## config.mk

```make
export PLATFORM = sky130hd
export DESIGN_NAME = fifo_global_frame_replacer
export DESIGN_NICKNAME = d
export VERILOG_FILES = /design/src/hdl/ffr_pkg.sv /design/src/hdl/ffr_frame_store.sv /design/src/hdl/fifo_global_frame_replacer.sv
export SDC_FILE = /design/constraint.sdc
export NUM_CORES = 2
export LEC_CHECK = 0
export BUFFER_PORTS_ARGS = -buffer_cell sky130_fd_sc_hd__buf_2
export CORE_ASPECT_RATIO = 0.7
export CORE_MARGIN = 3
export CORE_UTILIZATION = 40
export CTS_CLUSTER_DIAMETER = 40
export DETAILED_ROUTE_END_ITERATION = 8
export HOLD_SLACK_MARGIN = 0.06
export PLACE_DENSITY_LB_ADDON = 0.3
export SLEW_MARGIN = 20
export SYNTH_ARGS = -nofsm -noshare
export SYNTH_HDL_FRONTEND = slang
export SYNTH_SLANG_ARGS = --single-unit
```

## constraint.sdc

```tcl
create_clock -name clock -period 5.7 [get_ports clock]
set_input_delay 0.285 -clock clock [delete_from_list [all_inputs] [get_ports clock]]
set_output_delay 0.285 -clock clock [all_outputs]
set_load 0.05 [all_outputs]
```

## src/hdl/ffr_pkg.sv

```systemverilog
// Package for the FIFO global frame replacer: payload structs, the internal
// frame-store control structs, status codes and register indexes.
// Depends on nothing; every other file in hdl uses it by scoped names.
`default_nettype none

package ffr_pkg;

   // Sizing of the frame table and of the request fields.
   localparam int MAX_FRAMES    = 64;
   localparam int ADDR_WIDTH    = 32;
   localparam int PROCESS_COUNT = 4;

   localparam int FRAME_W = $clog2(MAX_FRAMES);      // frame index
   localparam int FILL_W  = $clog2(MAX_FRAMES + 1);  // count 0..MAX_FRAMES
   localparam int PID_W   = 2;
   localparam int VA_W    = 32;
   localparam int PAGE_W  = 32;
   localparam int COUNT_W = 32;
   localparam int SHIFT_W = 5;
   localparam int FCNT_W  = 7;
   localparam int CSR_IDX_W  = 2;
   localparam int CSR_DATA_W = 7;

   localparam logic [FILL_W-1:0] MAX_FRAMES_FILL = FILL_W'(MAX_FRAMES);

   // Address bits kept before the page shift.
   localparam logic [VA_W-1:0] ADDR_MASK =
      (ADDR_WIDTH >= VA_W) ? {VA_W{1'b1}}
                           : VA_W'((64'(1) << ADDR_WIDTH) - 64'(1));

   // Configuration register indexes and reset values.
   localparam logic [CSR_IDX_W-1:0] REG_OFFSET_BITS = 2'd0;
   localparam logic [CSR_IDX_W-1:0] REG_FRAME_COUNT = 2'd1;
   localparam logic [SHIFT_W-1:0]   OFFSET_RESET    = 5'd12;
   localparam logic [FCNT_W-1:0]    FRAME_CNT_RESET = 7'd64;

   // Result status codes.
   localparam logic [1:0] STATUS_HIT      = 2'd0;
   localparam logic [1:0] STATUS_FILL     = 2'd1;
   localparam logic [1:0] STATUS_EVICT    = 2'd2;
   localparam logic [1:0] STATUS_NO_FRAME = 2'd3;

   typedef struct packed {
      logic [PID_W-1:0] process_id;
      logic [VA_W-1:0]  virtual_address;
   } req_type;

   typedef struct packed {
      logic [1:0]         status;
      logic [5:0]         frame_number;
      logic [PID_W-1:0]   evicted_process;
      logic [PAGE_W-1:0]  evicted_page;
      logic [COUNT_W-1:0] fault_total;
   } rsp_type;

   // One resident page: its owner and page number.
   typedef struct packed {
      logic [PID_W-1:0]  owner;
      logic [PAGE_W-1:0] page;
   } entry_type;

   // Sequencer to frame store.
   typedef struct packed {
      logic               scan_issue;
      logic [FRAME_W-1:0] rd_addr;
      logic               wr_en;
      logic [FRAME_W-1:0] wr_addr;
      entry_type          wr_entry;
   } store_ctrl_type;

   // Frame store back to sequencer: result of the compare stage.
   typedef struct packed {
      logic               valid;
      logic [FRAME_W-1:0] idx;
      logic               match;
   } store_chk_type;

endpackage

`default_nettype wire

```

## src/hdl/ffr_frame_store.sv

```systemverilog
// Frame table memory with one write port and one registered read port,
// followed by the shared key compare used by the lookup scan.
// Depends on ffr_pkg.
`default_nettype none

module ffr_frame_store (
   input  wire                     clock,
   input  wire                     reset,
   input  ffr_pkg::store_ctrl_type ctrl,
   input  ffr_pkg::entry_type      key,
   output ffr_pkg::entry_type      rd_entry,
   output ffr_pkg::store_chk_type  chk
);

   ffr_pkg::entry_type               mem [ffr_pkg::MAX_FRAMES];
   ffr_pkg::entry_type               rd_entry_ff;
   logic                             chk_vld_ff;
   logic [ffr_pkg::FRAME_W-1:0]      chk_idx_ff;

   // Memory write and registered read.
   always_ff @(posedge clock) begin
      if (ctrl.wr_en) begin
         mem[ctrl.wr_addr] <= ctrl.wr_entry;
      end
      rd_entry_ff <= mem[ctrl.rd_addr];
      chk_idx_ff  <= ctrl.rd_addr;
   end

   // A scan read is tagged so the compare knows the data belongs to the scan.
   always_ff @(posedge clock) begin
      if (reset) begin
         chk_vld_ff <= 1'b0;
      end else begin
         chk_vld_ff <= ctrl.scan_issue;
      end
   end

   // Shared compare: owner and page against the pending request.
   assign rd_entry  = rd_entry_ff;
   assign chk.valid = chk_vld_ff;
   assign chk.idx   = chk_idx_ff;
   assign chk.match = chk_vld_ff && (rd_entry_ff == key);

endmodule

`default_nettype wire

```

## src/hdl/fifo_global_frame_replacer.sv

```systemverilog
// Top level of the FIFO global frame replacer: request sequencer, fill and
// victim bookkeeping, fault counter and configuration registers.
// Depends on ffr_pkg and ffr_frame_store.
//
//   channel  ports                                  direction  handshake
//   req      start, busy, req_data                  in         start & !busy
//   rsp      rsp_valid, rsp_data                    out        rsp_valid strobe
//   csr      csr_valid, csr_ready, csr_index, csr_wdata  in    valid & ready
//
// A request scans the resident frames one per cycle through a single
// memory read port and compare. A hit ends the scan at the matching frame;
// a miss is decided once every frame in use has been compared, and an
// eviction then adds a read state and a write state before the result.
// The result strobe is registered from the deciding cycle and cannot be
// stalled; a new request may start in the cycle the strobe is shown.
// Synchronous reset empties the table by clearing the fill count.
`default_nettype none

module fifo_global_frame_replacer (
   input  wire                                   clock,
   input  wire                                   reset,
   input  wire                                   start,
   output logic                                  busy,
   input  ffr_pkg::req_type                      req_data,
   output logic                                  rsp_valid,
   output ffr_pkg::rsp_type                      rsp_data,
   input  wire                                   csr_valid,
   output logic                                  csr_ready,
   input  wire  [ffr_pkg::CSR_IDX_W-1:0]         csr_index,
   input  wire  [ffr_pkg::CSR_DATA_W-1:0]        csr_wdata
);

   localparam logic [1:0] ST_IDLE     = 2'd0;
   localparam logic [1:0] ST_SCAN     = 2'd1;
   localparam logic [1:0] ST_EVICT_RD = 2'd2;
   localparam logic [1:0] ST_EVICT_WR = 2'd3;

   logic [1:0]                    state_ff, state_in;
   logic [ffr_pkg::FILL_W-1:0]    scan_ff, scan_in;
   logic [ffr_pkg::FILL_W-1:0]    used_ff, used_in;
   logic [ffr_pkg::FRAME_W-1:0]   victim_ff, victim_in;
   logic [ffr_pkg::FRAME_W-1:0]   evict_ff, evict_in;
   logic [ffr_pkg::COUNT_W-1:0]   fault_ff, fault_in;
   logic [ffr_pkg::SHIFT_W-1:0]   offset_ff;
   logic [ffr_pkg::FCNT_W-1:0]    fcount_ff;
   ffr_pkg::entry_type            key_ff, key_in;
   logic                          rsp_valid_ff, rsp_valid_in;
   ffr_pkg::rsp_type              rsp_ff, rsp_in;

   ffr_pkg::store_ctrl_type       ctrl;
   ffr_pkg::entry_type            rd_entry;
   ffr_pkg::store_chk_type        chk;

   logic [ffr_pkg::FILL_W-1:0]    limit;
   logic [ffr_pkg::COUNT_W-1:0]   fault_inc;
   logic [ffr_pkg::FILL_W-1:0]    evict_next;
   logic                          issue;

   // Frame limit clamped to the table size.
   assign limit = (fcount_ff > ffr_pkg::FCNT_W'(ffr_pkg::MAX_FRAMES))
                  ? ffr_pkg::MAX_FRAMES_FILL : ffr_pkg::FILL_W'(fcount_ff);
   assign fault_inc  = (fault_ff == {ffr_pkg::COUNT_W{1'b1}}) ? fault_ff
                                                               : fault_ff + 1'b1;
   assign evict_next = ffr_pkg::FILL_W'(evict_ff) + 1'b1;
   assign issue      = (state_ff == ST_SCAN) && (scan_ff < used_ff);

   // Sequencer: accept (or report an unknown process), scan, then hit, fill, evict or report no frame.
   always_comb begin
      state_in     = state_ff;
      scan_in      = scan_ff;
      used_in      = used_ff;
      victim_in    = victim_ff;
      evict_in     = evict_ff;
      fault_in     = fault_ff;
      key_in       = key_ff;
      rsp_valid_in = 1'b0;
      rsp_in       = rsp_ff;

      ctrl.scan_issue = issue;
      ctrl.rd_addr    = (state_ff == ST_EVICT_RD) ? evict_ff
                                                  : scan_ff[ffr_pkg::FRAME_W-1:0];
      ctrl.wr_en      = 1'b0;
      ctrl.wr_addr    = used_ff[ffr_pkg::FRAME_W-1:0];
      ctrl.wr_entry   = key_ff;

      unique case (state_ff)
         ST_IDLE: begin
            if (start) begin
               if (32'(req_data.process_id) >= ffr_pkg::PROCESS_COUNT) begin
                  // Unknown process: nothing changes.
                  rsp_valid_in = 1'b1;
                  rsp_in       = '0;
                  rsp_in.status      = ffr_pkg::STATUS_HIT;
                  rsp_in.fault_total = fault_ff;
               end else begin
                  key_in.owner = req_data.process_id;
                  key_in.page  = ffr_pkg::PAGE_W'(
                     (req_data.virtual_address & ffr_pkg::ADDR_MASK) >> offset_ff);
                  scan_in  = '0;
                  state_in = ST_SCAN;
               end
            end
         end
         ST_SCAN: begin
            if (issue) begin
               scan_in = scan_ff + 1'b1;
            end
            if (chk.match) begin
               rsp_valid_in = 1'b1;
               rsp_in       = '0;
               rsp_in.status       = ffr_pkg::STATUS_HIT;
               rsp_in.frame_number = 6'(chk.idx);
               rsp_in.fault_total  = fault_ff;
               state_in     = ST_IDLE;
            end else if (!issue && !chk.valid) begin
               // Miss: count the fault, then fill, evict or report no frame.
               fault_in = fault_inc;
               rsp_in   = '0;
               rsp_in.fault_total = fault_inc;
               if (used_ff < limit) begin
                  ctrl.wr_en   = 1'b1;
                  used_in      = used_ff + 1'b1;
                  rsp_valid_in = 1'b1;
                  rsp_in.status       = ffr_pkg::STATUS_FILL;
                  rsp_in.frame_number = 6'(used_ff[ffr_pkg::FRAME_W-1:0]);
                  state_in     = ST_IDLE;
               end else if (used_ff == '0) begin
                  rsp_valid_in  = 1'b1;
                  rsp_in.status = ffr_pkg::STATUS_NO_FRAME;
                  state_in      = ST_IDLE;
               end else begin
                  evict_in = (ffr_pkg::FILL_W'(victim_ff) < used_ff) ? victim_ff : '0;
                  state_in = ST_EVICT_RD;
               end
            end
         end
         ST_EVICT_RD: begin
            state_in = ST_EVICT_WR;
         end
         ST_EVICT_WR: begin
            // Old entry is on the read port; replace it and report it.
            ctrl.wr_en   = 1'b1;
            ctrl.wr_addr = evict_ff;
            victim_in    = (evict_next < used_ff) ? evict_next[ffr_pkg::FRAME_W-1:0]
                                                  : '0;
            rsp_valid_in = 1'b1;
            rsp_in.status          = ffr_pkg::STATUS_EVICT;
            rsp_in.frame_number    = 6'(evict_ff);
            rsp_in.evicted_process = rd_entry.owner;
            rsp_in.evicted_page    = rd_entry.page;
            rsp_in.fault_total     = fault_ff;
            state_in     = ST_IDLE;
         end
         default: begin
            state_in = ST_IDLE;
         end
      endcase
   end

   // Control state.
   always_ff @(posedge clock) begin
      if (reset) begin
         state_ff     <= ST_IDLE;
         used_ff      <= '0;
         victim_ff    <= '0;
         fault_ff     <= '0;
         rsp_valid_ff <= 1'b0;
      end else begin
         state_ff     <= state_in;
         used_ff      <= used_in;
         victim_ff    <= victim_in;
         fault_ff     <= fault_in;
         rsp_valid_ff <= rsp_valid_in;
      end
   end

   // Payload and working registers.
   always_ff @(posedge clock) begin
      scan_ff  <= scan_in;
      evict_ff <= evict_in;
      key_ff   <= key_in;
      rsp_ff   <= rsp_in;
   end

   // Configuration registers, written one beat at a time.
   always_ff @(posedge clock) begin
      if (reset) begin
         offset_ff <= ffr_pkg::OFFSET_RESET;
         fcount_ff <= ffr_pkg::FRAME_CNT_RESET;
      end else if (csr_valid && csr_ready) begin
         unique case (csr_index)
            ffr_pkg::REG_OFFSET_BITS: offset_ff <= csr_wdata[ffr_pkg::SHIFT_W-1:0];
            ffr_pkg::REG_FRAME_COUNT: fcount_ff <= csr_wdata[ffr_pkg::FCNT_W-1:0];
            default: begin
            end
         endcase
      end
   end

   ffr_frame_store u_store (
      .clock    (clock),
      .reset    (reset),
      .ctrl     (ctrl),
      .key      (key_ff),
      .rd_entry (rd_entry),
      .chk      (chk)
   );

   assign busy      = (state_ff != ST_IDLE);
   assign rsp_valid = rsp_valid_ff;
   assign rsp_data  = rsp_ff;
   assign csr_ready = 1'b1;

   // A result always closes a request that was in progress or just started.
   a_rsp_after_work: assert property (@(posedge clock) disable iff (reset)
      rsp_valid |-> ($past(busy) || $past(start)))
      else $error("result strobe without a request");

   a_fill_bound: assert property (@(posedge clock) disable iff (reset)
      used_ff <= ffr_pkg::MAX_FRAMES_FILL)
      else $error("fill count beyond table size");

   a_victim_in_range: assert property (@(posedge clock) disable iff (reset)
      (victim_ff == '0) || (ffr_pkg::FILL_W'(victim_ff) < used_ff))
      else $error("victim pointer outside filled frames");

   a_fault_monotonic: assert property (@(posedge clock) disable iff (reset)
      fault_ff >= $past(fault_ff))
      else $error("fault counter went backward");

   // The fill count steps up by one on the edge that decides a fill.
   a_fill_grows_on_fill: assert property (@(posedge clock) disable iff (reset)
      (rsp_valid && rsp_data.status == ffr_pkg::STATUS_FILL) |->
         (used_ff == $past(used_ff) + 1'b1 && used_ff != '0))
      else $error("fill result without fill count update");

endmodule

`default_nettype wire

```

==> qor.csv <==
stage,metric,value,unit
finish,Final Cell Area,0.1067,sq mm
critical_path,Setup crit end kind,flop,
min_path,Hold WC Path Type,input port to flop,
synth,mean post-synth cell area,18.60,sq um
cts,# H-tree levels,4,
critical_path,arrival time worst endpoint,5.09,ns
synth,cell count after synthesis,5028,
global_routing,total global routing overflow,0,
sta,"Hold Violations, Final",0,
sta,setup ws final,1.269,ns
detailed_routing,DRT iter0 DRCs,7712,
cts,clock-pin slew on the worst setup and hold paths,0.06,ns
sta,Final period util,0.7774,
detailed_routing,vias per cell,6.038,
finish,# diodes,0,
sta,number of setup violations in the final report,0,
sta,maximum clock rate,225.7,MHz
global_routing,first-pass GRT wire length,372.2,mm
detailed_routing,Antenna Violating Nets Remaining,0,
detailed_routing,routed wl met3,29.45,mm
synth,sequential cell area fraction in the yosys report,0.7590,
sta,setup TNS,0,ns
synth,Yosys cell types,77,
cts,Max clock buf depth,4,
sta,unrepaired setup endpoints after global routing,false,
critical_path,CP Launch Type,flop,
cts,Root Driver,clkbuf_16,
detailed_routing,vias,51650,
global_routing,initial antenna violation count,4,
sta,"Slew Viols, Final",0,
detailed_routing,total wire length,262.4,mm
job,Max-Cap Viols,0,
detailed_routing,met2 wire length,110.7,mm
global_routing,GRT Total Usage,0.2146,
min_path,Hold Crit Depth,4,
placed_design,GPL Wtd Cong,0.8706,
critical_path,CP Max Fanout,78,
detailed_routing,# DRC,0,
critical_path,R2R depth,9,
global_routing,largest net degree at the start of global routing,124,
cts,CTS tree,yes,
floorplan,Die W,584.0,um
critical_path,flop2flop setup slack,1.27,ns
cts,CTS buffer count,231,
detailed_routing,met1 WL,116.2,mm
synth,async set or reset register ratio after synthesis,0,
placed_design,Placed Cells,8118,
floorplan,I/O pins,124,
pwr,Peak VDD IR,291.5,uV
cts,TritonCTS Sinks,2398,
finish,share of layout cells above drive strength 1,0.2015,
cts,cts repair resizes,0,
pwr,Power Density,367.3,mW/mm^2
floorplan,Starting Density,0.4049,
floorplan,Die H,410.6,um
finish,Fillers,19300,
min_path,Hold EP,fcount_ff[3],
placed_design,post-placement cell area,0.09905,sq mm
synth,Netlist Area Pre-Place,0.09354,sq mm
detailed_routing,Max Used Layer,met4,
finish,Non-Filler Instances,8554,
placed_design,IO Port Bufs,122,
finish,Layout Utilization,0.4619,
finish,Area Overhead vs Synth,14.07,%
finish,Final #Nets,5391,
detailed_routing,WL/cell,30.67,um
synth,Synth Warn #,0,
sta,Worst slew margin,0.2519,
sta,Worst-Margin Slew,1.116,ns
sta,Fin Clk Skew,0.05441,ns
synth,Post-synth EDFFs,2297,
critical_path,CP Data Required Time,6.36,ns
pwr,Design Power,39.19,mW
sta,Hold Slack,0.1207,ns
detailed_routing,Detailed Routing Iterations Pass 1,6,
cts,clock latency at the later pin of the worst-skew pair,0.86,ns
placed_design,Setup WS pre-CTS,1.239,ns
critical_path,Setup CP Type,flop to flop,
min_path,min-delay src,csr_valid,
placed_design,hpwl dp,152.1,mm
critical_path,FF-to-FF End,u_store.rd_entry[29],
floorplan,row count,147,
synth,Main synth FF type,edfxtp_1,
global_routing,vias in the first global route,48760,
sta,minimum clock period,4.431,ns
synth,Mapped Nets,5103,
floorplan,Die ar.,0.2398,sq mm
status,status,finished clean,
synth,"flops & latches, synth",2398,
pwr,Leakage,34.09,nW
floorplan,Core ar.,0.2310,sq mm
worst max-delay path by stage:
| stage | to | slack (ns) | depth (start not counted) |
|---|---|---|---|
| floorplan | rsp_data[0] | 0.68 | 6 |
| global placement | u_store.rd_entry[29] | 1.28 | 9 |
| detailed placement | u_store.rd_entry[29] | 1.24 | 9 |
| CTS | u_store.rd_entry[29] | 1.22 | 9 |
| global route | u_store.rd_entry[29] | 1.01 | 9 |
| finish | u_store.rd_entry[29] | 1.27 | 9 |
report_power, final:
| group | internal, mW | switching, mW | total (mW) |
|---|---|---|---|
| sequential | 19.7 | 0.375 | 20.1 |
| clock | 8.72 | 6.57 | 15.3 |
| combinational | 1.24 | 2.58 | 3.82 |
| total | 29.7 | 9.52 | 39.2 |
cells in the mapped netlist (4+ instances only):
master | n | share of area
nor4_1 | 11 | 0.00074
nand2b_1 | 10 | 0.00067
o22ai_1 | 71 | 0.0047
nand4_1 | 58 | 0.0039
a22oi_1 | 134 | 0.011
inv_2 | 4 | 0.00016
ha_1 | 28 | 0.0037
or2_2 | 4 | 0.00027
o21a_1 | 5 | 0.00040
mux2_2 | 47 | 0.0057
xnor2_1 | 40 | 0.0037
clkbuf_1 | 153 | 0.0061
buf_6 | 8 | 0.00096
a21oi_1 | 37 | 0.0020
buf_1 | 18 | 0.00072
or3_1 | 18 | 0.0012
nand2_1 | 211 | 0.0085
o41ai_1 | 33 | 0.0031
and3_1 | 38 | 0.0025
mux4_2 | 284 | 0.068
a221oi_1 | 202 | 0.019
nor2b_1 | 14 | 0.00094
a31oi_1 | 44 | 0.0029
inv_1 | 26 | 0.0010
o22a_1 | 33 | 0.0031
o211ai_1 | 7 | 0.00056
or4_1 | 4 | 0.00032
mux2i_1 | 395 | 0.042
edfxtp_1 | 2297 | 0.74
nor2_1 | 196 | 0.0079
buf_2 | 89 | 0.0048
a211oi_1 | 39 | 0.0031
nor3b_1 | 4 | 0.00032
dfxtp_1 | 101 | 0.022
and2_1 | 15 | 0.0010
o221ai_1 | 34 | 0.0032
nand3_1 | 33 | 0.0018
nor3_1 | 71 | 0.0038
buf_4 | 28 | 0.0022
xor2_1 | 56 | 0.0052
o21ai_0 | 71 | 0.0038
worst max-delay path, cell delays in order, from the launching register on:
cell and delay [ns]:
dfxtp_2 0.43, buf_4 0.46, and3b_1 0.28, a21oi_4 0.07, inv_8 0.48, buf_12 0.40
buf_12 0.37, mux4_2 0.64, a22oi_1 0.59, nand4_1 0.15
timing repair:
action / 4_1_cts / 5_1_grt
setup buffers: 0 / 0
hold endpoints to repair: 45 / 0
hold buffers: 19 / 0
placed cells by master, fill, tap and decap left out, types with 33 or more instances in the layout:
| master | instances |
|---|---|
| dfxtp_1 | 98 |
| mux4_2 | 284 |
| a211oi_1 | 39 |
| nor2_1 | 165 |
| mux2_2 | 47 |
| a22oi_1 | 134 |
| mux2i_1 | 394 |
| nand2_1 | 209 |
| clkbuf_1 | 42 |
| and3_1 | 38 |
| clkinv_1 | 45 |
| clkbuf_16 | 234 |
| edfxtp_1 | 2297 |
| nor3_2 | 43 |
| o22ai_1 | 71 |
| a31oi_1 | 43 |
| xnor2_1 | 40 |
| buf_2 | 122 |
| nand4_1 | 58 |
| a221oi_1 | 202 |
| buf_4 | 190 |
| o21ai_0 | 69 |
| a21oi_1 | 37 |
| o221ai_1 | 34 |
| xor2_1 | 56 |
| o22a_1 | 33 |
| clkinv_2 | 33 |
registers in the layout (all words and copies together) (netlist names), 7 cells and up, named ones only:
register          flops
rsp_data             74
fault_ff             32
scan_ff               7
u_store.mem        2176
used_ff               7
ctrl                 34
fcount_ff             7
u_store.rd_entry     34
area by class of cell:
class / instances / area, sq um / share of cell area
flip-flops and latches: 2398 / 71000 / 0.6654
multi-input cells: 2301 / 21620 / 0.2026
clock buffers: 281 / 6082 / 0.05700
well taps: 3054 / 3821 / 0.03581
repair buffers: 352 / 2655 / 0.02488
clock inverters: 136 / 1384 / 0.01297
inverters: 32 / 143.9 / 0.001348
routing by layer:
metal	up-vias	GRT usage
li1	21320	-
met1	27020	0.3374
met2	2961	0.2996
met3	341	0.04985
met4	0	0.05043
met5	-	0
logic make-up (layout without fill, tap and decap cells):
kind of cell | count (synthesis) | after routing | synth area share
simple gates | 702 | 702 | 0.03523
flops | 2398 | 2398 | 0.7590
buf+inv | 329 | 801 | 0.01620
compound gates | 745 | 745 | 0.05992
xor+xnor | 96 | 96 | 0.008988
fa+ha+maj | 28 | 28 | 0.003745
mux | 729 | 729 | 0.1169
other cells | 1 | 1 | 0.00004009
Note: power is estimated with default switching activity, not from simulation.
